`config.mk`:
```
export PLATFORM = sky130hd
export DESIGN_NAME = i2c_eeprom_byte_master
export DESIGN_NICKNAME = d
export VERILOG_FILES = /design/src/design/i2cee_pkg.sv /design/src/design/i2cee_cfg.sv /design/src/design/i2cee_seq.sv /design/src/design/i2c_eeprom_byte_master.sv
export SDC_FILE = /design/constraint.sdc
export NUM_CORES = 1
export LEC_CHECK = 0
export ABC_AREA = 1
export BUFFER_PORTS_ARGS = -buffer_cell sky130_fd_sc_hd__buf_2
export CAP_MARGIN = 15
export CELL_PAD_IN_SITES_DETAIL_PLACEMENT = 0
export CELL_PAD_IN_SITES_GLOBAL_PLACEMENT = 1
export CORE_MARGIN = 2
export CORE_UTILIZATION = 25
export DETAILED_ROUTE_END_ITERATION = 6
export GPL_TIMING_DRIVEN = 1
export PLACE_DENSITY = 0.56
export SYNTH_ARGS = -nofsm -noshare
export SYNTH_HDL_FRONTEND = slang
export SYNTH_SLANG_ARGS = --single-unit
export TNS_END_PERCENT = 1
```
`constraint.sdc`:
```
create_clock -name i_clk -period 3.1 [get_ports i_clk]
set_clock_uncertainty 0.15 [all_clocks]
set_input_delay 0.93 -clock i_clk [delete_from_list [all_inputs] [get_ports i_clk]]
set_output_delay 0.93 -clock i_clk [all_outputs]
set_load 0.05 [all_outputs]
```
`src/design/i2cee_pkg.sv`:
```
// Shared types and constants for the I2C EEPROM byte master.
package i2cee_pkg;

    localparam int TIMER_WIDTH_DEF = 16;
    localparam int CFG_DATA_W      = 16;
    localparam int CFG_IDX_W       = 2;

    localparam logic [6:0]  DEV_ADDR_RST    = 7'd80;
    localparam logic [7:0]  ACK_TIMEOUT_RST = 8'd200;
    localparam logic [15:0] PHASE_TICKS_RST = 16'd10;

    typedef enum logic [1:0] {
        FUNC_TICK  = 2'd0,
        FUNC_WRITE = 2'd1,
        FUNC_READ  = 2'd2
    } t_func;

    typedef enum logic [CFG_IDX_W-1:0] {
        CFG_DEV_ADDR    = 2'd0,
        CFG_ACK_TIMEOUT = 2'd1,
        CFG_PHASE_TICKS = 2'd2
    } t_cfg_idx;

    typedef struct packed {
        logic [1:0] func;
        logic [7:0] mem_addr;
        logic [7:0] wr_data;
        logic       sda_in;
    } t_in_item;

    typedef struct packed {
        logic       scl;
        logic       sda_out;
        logic       busy_res;
        logic       done_res;
        logic       ack_fail;
        logic [7:0] rd_data;
    } t_out_item;

    typedef struct packed {
        logic [6:0]  dev_addr;
        logic [7:0]  ack_timeout;
        logic [15:0] phase_ticks;
    } t_cfg;

endpackage

```
`src/design/i2cee_cfg.sv`:
```
// Configuration registers of the I2C EEPROM byte master.
module i2cee_cfg (
    input  logic                                 i_clk,
    input  logic                                 i_rst_n,
    input  logic                                 i_cfg_we,
    input  logic [i2cee_pkg::CFG_IDX_W-1:0]      i_cfg_idx,
    input  logic [i2cee_pkg::CFG_DATA_W-1:0]     i_cfg_data,
    output i2cee_pkg::t_cfg                      o_cfg
);
    import i2cee_pkg::*;

    t_cfg r_cfg;

    always_ff @(posedge i_clk) begin
        if (!i_rst_n) begin
            r_cfg.dev_addr    <= DEV_ADDR_RST;
            r_cfg.ack_timeout <= ACK_TIMEOUT_RST;
            r_cfg.phase_ticks <= PHASE_TICKS_RST;
        end else if (i_cfg_we) begin
            case (i_cfg_idx)
                CFG_DEV_ADDR:    r_cfg.dev_addr    <= i_cfg_data[6:0];
                CFG_ACK_TIMEOUT: r_cfg.ack_timeout <= i_cfg_data[7:0];
                CFG_PHASE_TICKS: r_cfg.phase_ticks <= i_cfg_data[15:0];
                default: ;
            endcase
        end
    end

    assign o_cfg = r_cfg;

endmodule

```
`src/design/i2cee_seq.sv`:
```
// Bus phase sequencer: one step per accepted item, result from pre-step state.
module i2cee_seq #(
    parameter int TIMER_WIDTH = i2cee_pkg::TIMER_WIDTH_DEF
) (
    input  logic                  i_clk,
    input  logic                  i_rst_n,
    input  logic                  i_step,
    input  i2cee_pkg::t_in_item   i_item,
    input  i2cee_pkg::t_cfg       i_cfg,
    output i2cee_pkg::t_out_item  o_res
);
    import i2cee_pkg::*;

    localparam int CW = ((TIMER_WIDTH > 16) ? TIMER_WIDTH : 16) + 1;
    localparam logic [CW-1:0] TMASK = CW'((64'd1 << TIMER_WIDTH) - 64'd1);

    typedef enum logic [4:0] {
        PH_IDLE, PH_STA_A, PH_STA_B, PH_STA_C, PH_STA_D,
        PH_BIT_A, PH_BIT_B, PH_BIT_C,
        PH_ACK_A, PH_ACK_W, PH_ACK_E,
        PH_RD_A, PH_RD_B, PH_RD_C, PH_RD_D,
        PH_STP_A, PH_STP_B, PH_STP_C
    } t_phase;

    t_phase                 r_phase, n_phase;
    logic [TIMER_WIDTH-1:0] r_timer, n_timer;
    logic [3:0]             r_bit_cnt, n_bit_cnt;
    logic [2:0]             r_byte_idx, n_byte_idx;
    logic [7:0]             r_shift, n_shift;
    logic [7:0]             r_ack_wait, n_ack_wait;
    logic                   r_is_read, n_is_read;
    logic [7:0]             r_saddr, n_saddr;
    logic [7:0]             r_sdata, n_sdata;
    logic                   r_fail, n_fail;
    logic [7:0]             r_rbyte, n_rbyte;

    logic [CW-1:0]          lim_raw, lim, tick_sum;
    logic                   over;
    logic [TIMER_WIDTH-1:0] timer_adv;
    logic [2:0]             idx_inc;
    logic [3:0]             bit_inc;
    logic                   done;
    logic                   scl, sdo;

    // phase timer
    assign lim_raw   = CW'(i_cfg.phase_ticks) & TMASK;
    assign lim       = (lim_raw == '0) ? CW'(1) : lim_raw;
    assign tick_sum  = CW'(r_timer) + CW'(1);
    assign over      = (tick_sum >= lim);
    assign timer_adv = over ? '0 : (r_timer + TIMER_WIDTH'(1));

    assign idx_inc = r_byte_idx + 3'd1;
    assign bit_inc = r_bit_cnt + 4'd1;

    always_comb begin
        n_phase    = r_phase;
        n_timer    = r_timer;
        n_bit_cnt  = r_bit_cnt;
        n_byte_idx = r_byte_idx;
        n_shift    = r_shift;
        n_ack_wait = r_ack_wait;
        n_is_read  = r_is_read;
        n_saddr    = r_saddr;
        n_sdata    = r_sdata;
        n_fail     = r_fail;
        n_rbyte    = r_rbyte;
        done       = 1'b0;
        unique case (r_phase)
            PH_IDLE: begin
                if (i_item.func == FUNC_WRITE || i_item.func == FUNC_READ) begin
                    n_is_read  = (i_item.func == FUNC_READ);
                    n_saddr    = i_item.mem_addr;
                    n_sdata    = i_item.wr_data;
                    n_fail     = 1'b0;
                    n_byte_idx = '0;
                    n_bit_cnt  = '0;
                    n_ack_wait = '0;
                    n_timer    = '0;
                    n_phase    = PH_STA_A;
                end
            end
            PH_STA_A: begin
                n_timer = timer_adv;
                if (over) n_phase = PH_STA_B;
            end
            PH_STA_B: begin
                n_timer = timer_adv;
                if (over) n_phase = PH_STA_C;
            end
            PH_STA_C: begin
                n_timer = timer_adv;
                if (over) n_phase = PH_STA_D;
            end
            PH_STA_D: begin
                n_timer = timer_adv;
                if (over) begin
                    n_shift   = {i_cfg.dev_addr, (r_byte_idx == 3'd2)};
                    n_bit_cnt = '0;
                    n_phase   = PH_BIT_A;
                end
            end
            PH_BIT_A: begin
                n_timer = timer_adv;
                if (over) n_phase = PH_BIT_B;
            end
            PH_BIT_B: begin
                n_timer = timer_adv;
                if (over) n_phase = PH_BIT_C;
            end
            PH_BIT_C: begin
                n_timer = timer_adv;
                if (over) begin
                    n_shift   = {r_shift[6:0], 1'b0};
                    n_bit_cnt = bit_inc;
                    n_phase   = (bit_inc >= 4'd8) ? PH_ACK_A : PH_BIT_A;
                end
            end
            PH_ACK_A: begin
                n_timer = timer_adv;
                if (over) begin
                    n_ack_wait = '0;
                    n_phase    = PH_ACK_W;
                end
            end
            PH_ACK_W: begin
                n_timer = '0;
                if (!i_item.sda_in) begin
                    n_ack_wait = '0;
                    n_phase    = PH_ACK_E;
                end else if (r_ack_wait >= i_cfg.ack_timeout) begin
                    n_fail     = 1'b1;
                    n_ack_wait = '0;
                    n_phase    = PH_ACK_E;
                end else begin
                    n_ack_wait = r_ack_wait + 8'd1;
                end
            end
            PH_ACK_E: begin
                n_timer = timer_adv;
                if (over) begin
                    n_byte_idx = idx_inc;
                    if (idx_inc == 3'd1) begin
                        n_shift   = r_saddr;
                        n_bit_cnt = '0;
                        n_phase   = PH_BIT_A;
                    end else if (idx_inc == 3'd2) begin
                        if (r_is_read) begin
                            n_phase = PH_STA_A;
                        end else begin
                            n_shift   = r_sdata;
                            n_bit_cnt = '0;
                            n_phase   = PH_BIT_A;
                        end
                    end else if (idx_inc == 3'd3 && r_is_read) begin
                        n_phase = PH_RD_A;
                    end else begin
                        n_phase = PH_STP_A;
                    end
                end
            end
            PH_RD_A: begin
                n_timer = timer_adv;
                if (over) begin
                    n_shift   = '0;
                    n_bit_cnt = '0;
                    n_phase   = PH_RD_B;
                end
            end
            PH_RD_B: begin
                n_timer = timer_adv;
                if (over) begin
                    n_shift = {r_shift[6:0], i_item.sda_in};
                    n_phase = PH_RD_C;
                end
            end
            PH_RD_C: begin
                n_timer = timer_adv;
                if (over) n_phase = PH_RD_D;
            end
            PH_RD_D: begin
                n_timer = timer_adv;
                if (over) begin
                    n_bit_cnt = bit_inc;
                    if (bit_inc >= 4'd8) begin
                        n_rbyte = r_shift;
                        n_phase = PH_STP_A;
                    end else begin
                        n_phase = PH_RD_B;
                    end
                end
            end
            PH_STP_A: begin
                n_timer = timer_adv;
                if (over) n_phase = PH_STP_B;
            end
            PH_STP_B: begin
                n_timer = timer_adv;
                if (over) n_phase = PH_STP_C;
            end
            PH_STP_C: begin
                n_timer = timer_adv;
                if (over) begin
                    done    = 1'b1;
                    n_phase = PH_IDLE;
                end
            end
            default: begin
                n_phase = PH_IDLE;
                n_timer = '0;
            end
        endcase
    end

    // bus drive from current phase
    always_comb begin
        unique case (r_phase)
            PH_STA_A:                     begin scl = (r_byte_idx == 3'd0); sdo = 1'b1; end
            PH_STA_B:                     begin scl = 1'b1; sdo = 1'b1;       end
            PH_STA_C:                     begin scl = 1'b1; sdo = 1'b0;       end
            PH_STA_D:                     begin scl = 1'b0; sdo = 1'b0;       end
            PH_BIT_A, PH_BIT_C:           begin scl = 1'b0; sdo = r_shift[7]; end
            PH_BIT_B:                     begin scl = 1'b1; sdo = r_shift[7]; end
            PH_ACK_A, PH_ACK_E,
            PH_RD_A, PH_RD_D:             begin scl = 1'b0; sdo = 1'b1;       end
            PH_ACK_W, PH_RD_B, PH_RD_C:   begin scl = 1'b1; sdo = 1'b1;       end
            PH_STP_A:                     begin scl = 1'b0; sdo = 1'b0;       end
            PH_STP_B:                     begin scl = 1'b1; sdo = 1'b0;       end
            PH_STP_C:                     begin scl = 1'b1; sdo = 1'b1;       end
            default:                      begin scl = 1'b1; sdo = 1'b1;       end
        endcase
    end

    assign o_res.scl      = scl;
    assign o_res.sda_out  = sdo;
    assign o_res.busy_res = (r_phase != PH_IDLE);
    assign o_res.done_res = done;
    assign o_res.ack_fail = r_fail;
    assign o_res.rd_data  = r_rbyte;

    always_ff @(posedge i_clk) begin
        if (!i_rst_n) begin
            r_phase    <= PH_IDLE;
            r_timer    <= '0;
            r_bit_cnt  <= '0;
            r_byte_idx <= '0;
            r_shift    <= '0;
            r_ack_wait <= '0;
            r_is_read  <= 1'b0;
            r_saddr    <= '0;
            r_sdata    <= '0;
            r_fail     <= 1'b0;
            r_rbyte    <= '0;
        end else if (i_step) begin
            r_phase    <= n_phase;
            r_timer    <= n_timer;
            r_bit_cnt  <= n_bit_cnt;
            r_byte_idx <= n_byte_idx;
            r_shift    <= n_shift;
            r_ack_wait <= n_ack_wait;
            r_is_read  <= n_is_read;
            r_saddr    <= n_saddr;
            r_sdata    <= n_sdata;
            r_fail     <= n_fail;
            r_rbyte    <= n_rbyte;
        end
    end

endmodule

```
`src/design/i2c_eeprom_byte_master.sv`:
```
// Top level of the I2C EEPROM byte master: config, sequencer and result register.
//
//  Channel  Direction  Handshake                 Payload
//  in       input      i_in_valid / o_in_stall   i_in_item  (t_in_item)
//  out      output     o_out_valid / i_out_stall o_out_item (t_out_item)
//  cfg      input      i_cfg_we                  i_cfg_idx, i_cfg_data
//
// One item per cycle unless the input stalls; each item is one bus tick and yields
// one result item in the cycle after it is taken, held in the result register.
// The sequencer state advances only on the cycle an item is taken.
// Input stalls only while the result register is full and the output stalls.
// Synchronous active-low reset returns to idle with config at reset values.
module i2c_eeprom_byte_master #(
    parameter int TIMER_WIDTH = i2cee_pkg::TIMER_WIDTH_DEF
) (
    input  logic                              i_clk,
    input  logic                              i_rst_n,
    input  logic                              i_in_valid,
    output logic                              o_in_stall,
    input  i2cee_pkg::t_in_item               i_in_item,
    output logic                              o_out_valid,
    input  logic                              i_out_stall,
    output i2cee_pkg::t_out_item              o_out_item,
    input  logic                              i_cfg_we,
    input  logic [i2cee_pkg::CFG_IDX_W-1:0]   i_cfg_idx,
    input  logic [i2cee_pkg::CFG_DATA_W-1:0]  i_cfg_data
);
    import i2cee_pkg::*;

    t_cfg      cfg;
    t_out_item res;
    logic      accept;
    logic      r_out_valid;
    t_out_item r_out_item;

    assign o_in_stall = r_out_valid & i_out_stall;
    assign accept     = i_in_valid & ~o_in_stall;

    i2cee_cfg u_cfg (
        .i_clk      (i_clk),
        .i_rst_n    (i_rst_n),
        .i_cfg_we   (i_cfg_we),
        .i_cfg_idx  (i_cfg_idx),
        .i_cfg_data (i_cfg_data),
        .o_cfg      (cfg)
    );

    i2cee_seq #(
        .TIMER_WIDTH (TIMER_WIDTH)
    ) u_seq (
        .i_clk   (i_clk),
        .i_rst_n (i_rst_n),
        .i_step  (accept),
        .i_item  (i_in_item),
        .i_cfg   (cfg),
        .o_res   (res)
    );

    always_ff @(posedge i_clk) begin
        if (!i_rst_n) begin
            r_out_valid <= 1'b0;
        end else if (accept) begin
            r_out_valid <= 1'b1;
        end else if (!i_out_stall) begin
            r_out_valid <= 1'b0;
        end
    end

    always_ff @(posedge i_clk) begin
        if (accept) begin
            r_out_item <= res;
        end
    end

    assign o_out_valid = r_out_valid;
    assign o_out_item  = r_out_item;

    a_accept_gives_result: assert property (@(posedge i_clk) disable iff (!i_rst_n)
        accept |=> o_out_valid)
        else $error("taken item produced no result");

    a_done_while_busy: assert property (@(posedge i_clk) disable iff (!i_rst_n)
        o_out_valid && o_out_item.done_res |-> o_out_item.busy_res)
        else $error("done pulse outside a transaction");

    a_idle_bus_released: assert property (@(posedge i_clk) disable iff (!i_rst_n)
        o_out_valid && !o_out_item.busy_res |-> o_out_item.scl && o_out_item.sda_out)
        else $error("bus driven while idle");

endmodule

```
# After elaboration in Yosys (flattened, before gate mapping)
# Index checks and enable logic that the tools add are counted.
# totals
inputBits	42
regBits	115
output_inout_bits	15
elab_cells	175
# op_classes
addsub	5
reduce_logical	30
eq_ne	50
bitwise	3
order_cmp	3
muxes	63
# ops
cell	n
5-bit 2-to-1 mux	21
5-bit one-hot mux with 18 select lines	1
8-bit 2-to-1 mux	11
16-bit 2-to-1 mux	3
2-bit by 1-bit inequality test with 1-bit output, second input constant	21
5-bit by 4-bit equality test with 1-bit output, second input constant	8
8-bit one-hot mux with 5 select lines	1
4-bit 2-to-1 mux	8
16-bit one-hot mux with 2 select lines	1
8-bit one-hot mux with 3 select lines	1
5-bit by 3-bit equality test with 1-bit output, second input constant	4
19-bit AND reduction	1
16-bit by 1-bit adder with 17-bit output, second input constant	1
17-bit >= comparator	1
17-bit logical NOT	1
16-bit by 1-bit adder with 16-bit output, second input constant	1
4-bit one-hot mux with 4 select lines	1
16-bit OR reduction	1
3-bit 2-to-1 mux	4
4-bit AND reduction	3
5-bit by 2-bit equality test with 1-bit output, second input constant	2
5-bit equality test, second input constant	2
5-bit nonzero test	2
3-bit by 2-bit equality test with 1-bit output, second input constant	3
other kinds (36)	51

# Longest topological paths before layout
# logic_depth
ltp_word	8
depth_mapped	23
ltp_nobuf	23

# Cells and area by module
# Synthesis repeated with hierarchy kept, for this count alone.
# hier_totals
cells_unflattened	938
hier_area_um2	6550.0
# by_module_without_submodules
mod	instances	seq_area_each_um2	area_per_inst_um2	cells_per_inst
i2cee_seq	1	1401.3	4820.9	728
i2cee_cfg	1	620.6	1286.2	190
i2c_eeprom_byte_master	1	410.4	442.9	20

# Worst setup path before layout
# No wires, ideal clock.
# synth_timing
kind	input-to-reg
start	input i_out_stall
end	register u_seq.r_bit_cnt[0]
required_ps	2818
arrival_time_ps	2966
n_path_buf	0
path_stages	10
setup_time_ps	132
setup_slack_ps	-148
path_cell_list	nand2_1 -> inv_1 -> nor2_1 -> inv_1 -> a21oi_4 -> inv_4 -> nor3_4 -> nand2_2 -> nand2_1 -> a21oi_1
# synth_between
elab_chain_cells	4
# synth_rtl
element	line	text
start, declared	i2c_eeprom_byte_master.sv:22	input logic i_out_stall,
1-bit bitwise AND	i2c_eeprom_byte_master.sv:36	assign o_in_stall = r_out_valid & i_out_stall;
named net o_in_stall	i2c_eeprom_byte_master.sv:19	output logic o_in_stall,
1-bit NOT	i2c_eeprom_byte_master.sv:37	assign accept = i_in_valid & ~o_in_stall;
1-bit bitwise AND	i2c_eeprom_byte_master.sv:37	
named net accept	i2c_eeprom_byte_master.sv:32	logic accept;
8-bit AND reduction (no source line)	n/a	
end signal, assigned	i2cee_seq.sv:256	r_bit_cnt <= n_bit_cnt;
end, declared	i2cee_seq.sv:27	logic [3:0] r_bit_cnt, n_bit_cnt;
# The timed path passes the listed nets, and every way through them passes these cells.
# A chain may end at the register's enable or synchronous reset.

# Worst setup path in the final report
# layout_timing
start	register u_seq.r_timer[1]
end	register u_seq.r_bit_cnt[1]
# layout_between
elab_chain_cells	4
elab_cells_between_ends	6
classes_between	add/sub (1); order compare (1); eq/ne (3); reduce/logical (1)
# layout_rtl
element	line	text
start, declared	i2cee_seq.sv:26	logic [TIMER_WIDTH-1:0] r_timer, n_timer;
start signal, assigned	i2cee_seq.sv:255	r_timer <= n_timer;
16-bit by 1-bit adder with 17-bit output *	i2cee_seq.sv:48	assign tick_sum = CW'(r_timer) + CW'(1);
17-bit >= comparator *	i2cee_seq.sv:49	assign over = (tick_sum >= lim);
2-bit by 1-bit inequality test with 1-bit output (no source line)	n/a	
8-bit AND reduction (no source line) *	n/a	
# Mark *: on every way between the ends. The rest lies on a longest branch, timed or not.

==> reports/results.ini <==
[floorplan]
pin_count = 57
fp-row-count = 57
die_w_um = 160
core_area_sq_um = 24100
die_area_sq_um = 25600
dieHeight_um = 160
start_util = 0.253

[clock_tree]
cts_tree = yes
root_buffer = clkbuf_16
htree_levels = 4
cts.sinks = 115
clockBufferDepth = 2
cts_made_buffers = 17
clk_pin_slew_ns = 0.05
cts-hold-fix-buffers = 0
worstSkewPairLatency_ns = 0.41

[detailed_routing]
drc = 0
drt_iter0_markers = 248
wl_met1_mm = 8.77
route.met2.wl_mm = 8.20
via_count = 5466
wl_met3_um = 411
highest_layer = met4
viasPerCell = 4.42
drt_pre_antenna_iters = 4
wl_mm = 17.6
drtAntennaViolNets = 0
wl_per_cell_um = 14.2

[cells_and_area]
final_nets = 975
multiInputGateArea_sq_um = 3270
seqCellArea_sq_um = 2430
post-route-util = 0.315
fillers = 2700
syn_to_final_growth_pct = 24.5
drive_above_1_share = 0.194
diodes = 0

[run]
maxCapViolCount = 0

[global_routing]
antenna_found_initial = 0
grt_use_total = 0.144
grt_pass1_vias = 5395
grt_pass1_wl_mm = 28.9
grt_overflow = 0
grt_max_degree = 29

[timing]
worst_pin_slew_ns = 0.694
fmax_ghz = 0.340
rsz0062_at_grt = true
layout_min_cycle_time_ns = 2.94
period_share = 0.949
slew_headroom = 0.537
finalSetupViolCount = 0
slew_viol_final = 0
holdWs_ns = 0.282
hold_viol = 0

[pwr]
cellLeakagePower_nw = 3.32
irDropWorstVdd_uv = 384
total_power_mw = 5.84
powerDensity_nw_per_um2 = 770

[worst_hold_path]
holdCritPathClass = reg2reg
hold_start = u_seq.r_rbyte[4]$_SDFFE_PN0P_
whs_endpoint = o_out_item[4]$_DFFE_PP_
whs_path_depth = 0

[critical_path]
cp_slowest_cell = dfxtp_2
setup.worst_path.end_class = flop
crit_type = reg2reg
crit_fanout = 5
r2r-end = u_seq.r_bit_cnt[1]$_SDFFE_PN0P_
cpPeakStageDelay_ns = 0.35
regToRegSetupSlack_ns = 0.16
start_kind = flop
path_cells = ha_4 -> nand2_4 -> nor2_4 -> nand2_2 -> nor2_4 -> nand3_2 -> nor2_2 -> xor2_1 -> ha_1 -> nand2_1 -> inv_2 -> nand2_2 -> nor2_2 -> nor2_2 -> nand2_2 -> nand2_4 -> nand3_4 -> inv_2 -> o21ai_4 -> nand2_2 -> nand2_1 -> nand2_1 -> nor2_2
crit_arrival_ns = 3.08
worst_ep_required_time_ns = 3.23
r2r_cells = 23
timing.rr.start = u_seq.r_timer[1]$_SDFFE_PN0P_

[place]
finalWeightedCongestion = 0.818
dpl.hpwl_mm = 13.3
portBuffers = 56

[logic_synthesis]
avgSynthCellArea_sq_um = 7.38
synth_common_cells = 129 x nand2_1, 106 x nor2_1, 102 x dfxtp_1
syn-num-nets = 899
synth_edf_count = 13
ys_ff_latch = 115
yosysSeqAreaShare = 0.399
synth_top_area_frac = 0.335
synth_cells = 825
synth_cell_types = 45
ys_warn_count = 0
synth_flop_cell = dfxtp_1
yosysTopAreaCell = dfxtp_1
async_flop_share = 0
syn_area_sq_um = 6090
synth.area.top_cells = dfxtp_1 34%, nand2_1 8.0%, a21oi_1 6.6%
yosysMostFrequentCell = nand2_1

[outcome]
run_status = completed

[layout by cell type (no fill, tap or decap), types with 5 or more instances in the layout]
master,n
nand2_1,121
nor2_1,101
dfxtp_1,100
inv_1,94
a21oi_1,79
o21ai_0,68
buf_2,56
nand3_1,39
ha_1,31
buf_4,20
clkbuf_16,18
xor2_1,15
nor2_2,13
a22oi_1,13
edfxtp_1,13
nand2_2,11
inv_2,11
o21ai_1,11
nor4_1,9
nor3_1,8
nand4_1,8
nor2_4,6
o211ai_1,6
xnor2_1,5
nand3_2,5
[cell type report]
type | instances | share of cell area
multi-input combinational | 579 | 0.431
sequential | 115 | 0.321
timing repair buffer | 79 | 0.0624
clock buffer | 20 | 0.0604
inverter | 109 | 0.0549
tap | 324 | 0.0535
clock inverter | 12 | 0.0170
[worst max-delay path: cells and delay by family (launching register included)]
kind / cells / cell delay [ns]
simple gates: 17 / 1.43
fa+ha+maj: 2 / 0.42
flops: 1 / 0.35
xor+xnor: 1 / 0.20
buf+inv: 2 / 0.17
compound gates: 1 / 0.07
[cells by family after synthesis]
| logic type | after synthesis | synth area share |
|---|---|---|
| AO/OA/AOI/OAI | 196 | 0.180 |
| AND/OR/NAND/NOR | 329 | 0.239 |
| adder cells (fa/ha/maj) | 32 | 0.0657 |
| flip-flops | 115 | 0.399 |
| buffers and inverters | 132 | 0.0859 |
| XOR/XNOR | 21 | 0.0302 |
[power by group]
| group | switching [mW] | internal (mW) | total, mW |
|---|---|---|---|
| Clock | 0.730 | 1.23 | 1.96 |
| Combinational | 1.37 | 0.659 | 2.03 |
| Sequential | 0.144 | 1.70 | 1.85 |
| Total | 2.25 | 3.59 | 5.84 |
[what timing repair did]
action | in CTS | in global routing
resized for setup | 3 | 46
setup buffers | 0 | 1
pin swaps | 1 | 17
endpoints found under the setup margin | 11 | 53
cloned | 1 | 1
[worst max path at each step]
stage / from / endpoint / slack, ns
after floorplan: u_seq.r_timer[0]$_SDFFE_PN0P_ / u_seq.r_rbyte[2]$_SDFFE_PN0P_ / 0.02
after global placement: u_seq.r_timer[0]$_SDFFE_PN0P_ / u_seq.r_bit_cnt[1]$_SDFFE_PN0P_ / 0.08
after detailed placement: u_seq.r_timer[0]$_SDFFE_PN0P_ / u_seq.r_rbyte[1]$_SDFFE_PN0P_ / 0.0007
after CTS: u_seq.r_timer[0]$_SDFFE_PN0P_ / u_seq.r_rbyte[5]$_SDFFE_PN0P_ / 0.004
after global routing: u_seq.r_timer[1]$_SDFFE_PN0P_ / u_seq.r_byte_idx[2]$_SDFFE_PN0P_ / -0.15
final: u_seq.r_timer[1]$_SDFFE_PN0P_ / u_seq.r_bit_cnt[1]$_SDFFE_PN0P_ / 0.16
[per-layer routing]
layer | GRT usage | vias up
li1 | - | 2891
met5 | 0 | -
met1 | 0.192 | 2489
met2 | 0.234 | 70
met4 | 0.0512 | 0
met3 | 0.0242 | 16
[metrics by stage]
stage | instance area (sq um) | instances | setup slack, ns | setup TNS [ns]
2_1_floorplan | 6090 | 825 | 0.0203 | 0
3_3_place_gp | 6840 | 1203 | 0.0759 | 0
3_5_place_dp | 6840 | 1203 | 0.000741 | 0
4_1_cts | 7440 | 1236 | 0.00434 | 0
5_1_grt | 7580 | 1238 | -0.151 | -5.30
6_report | 7580 | 1238 | 0.157 | 0
[flip-flops by register name, indices dropped and copies added, names as in the netlist, 8 cells and up]
signal / count
o_out_item: 13
u_seq.r_sdata: 8
u_seq.r_saddr: 8
u_seq.r_shift: 8
u_seq.r_timer: 16
u_cfg.o_cfg: 31
u_seq.r_ack_wait: 8
u_seq.r_rbyte: 8
Note: power is estimated with default switching activity, not from simulation.
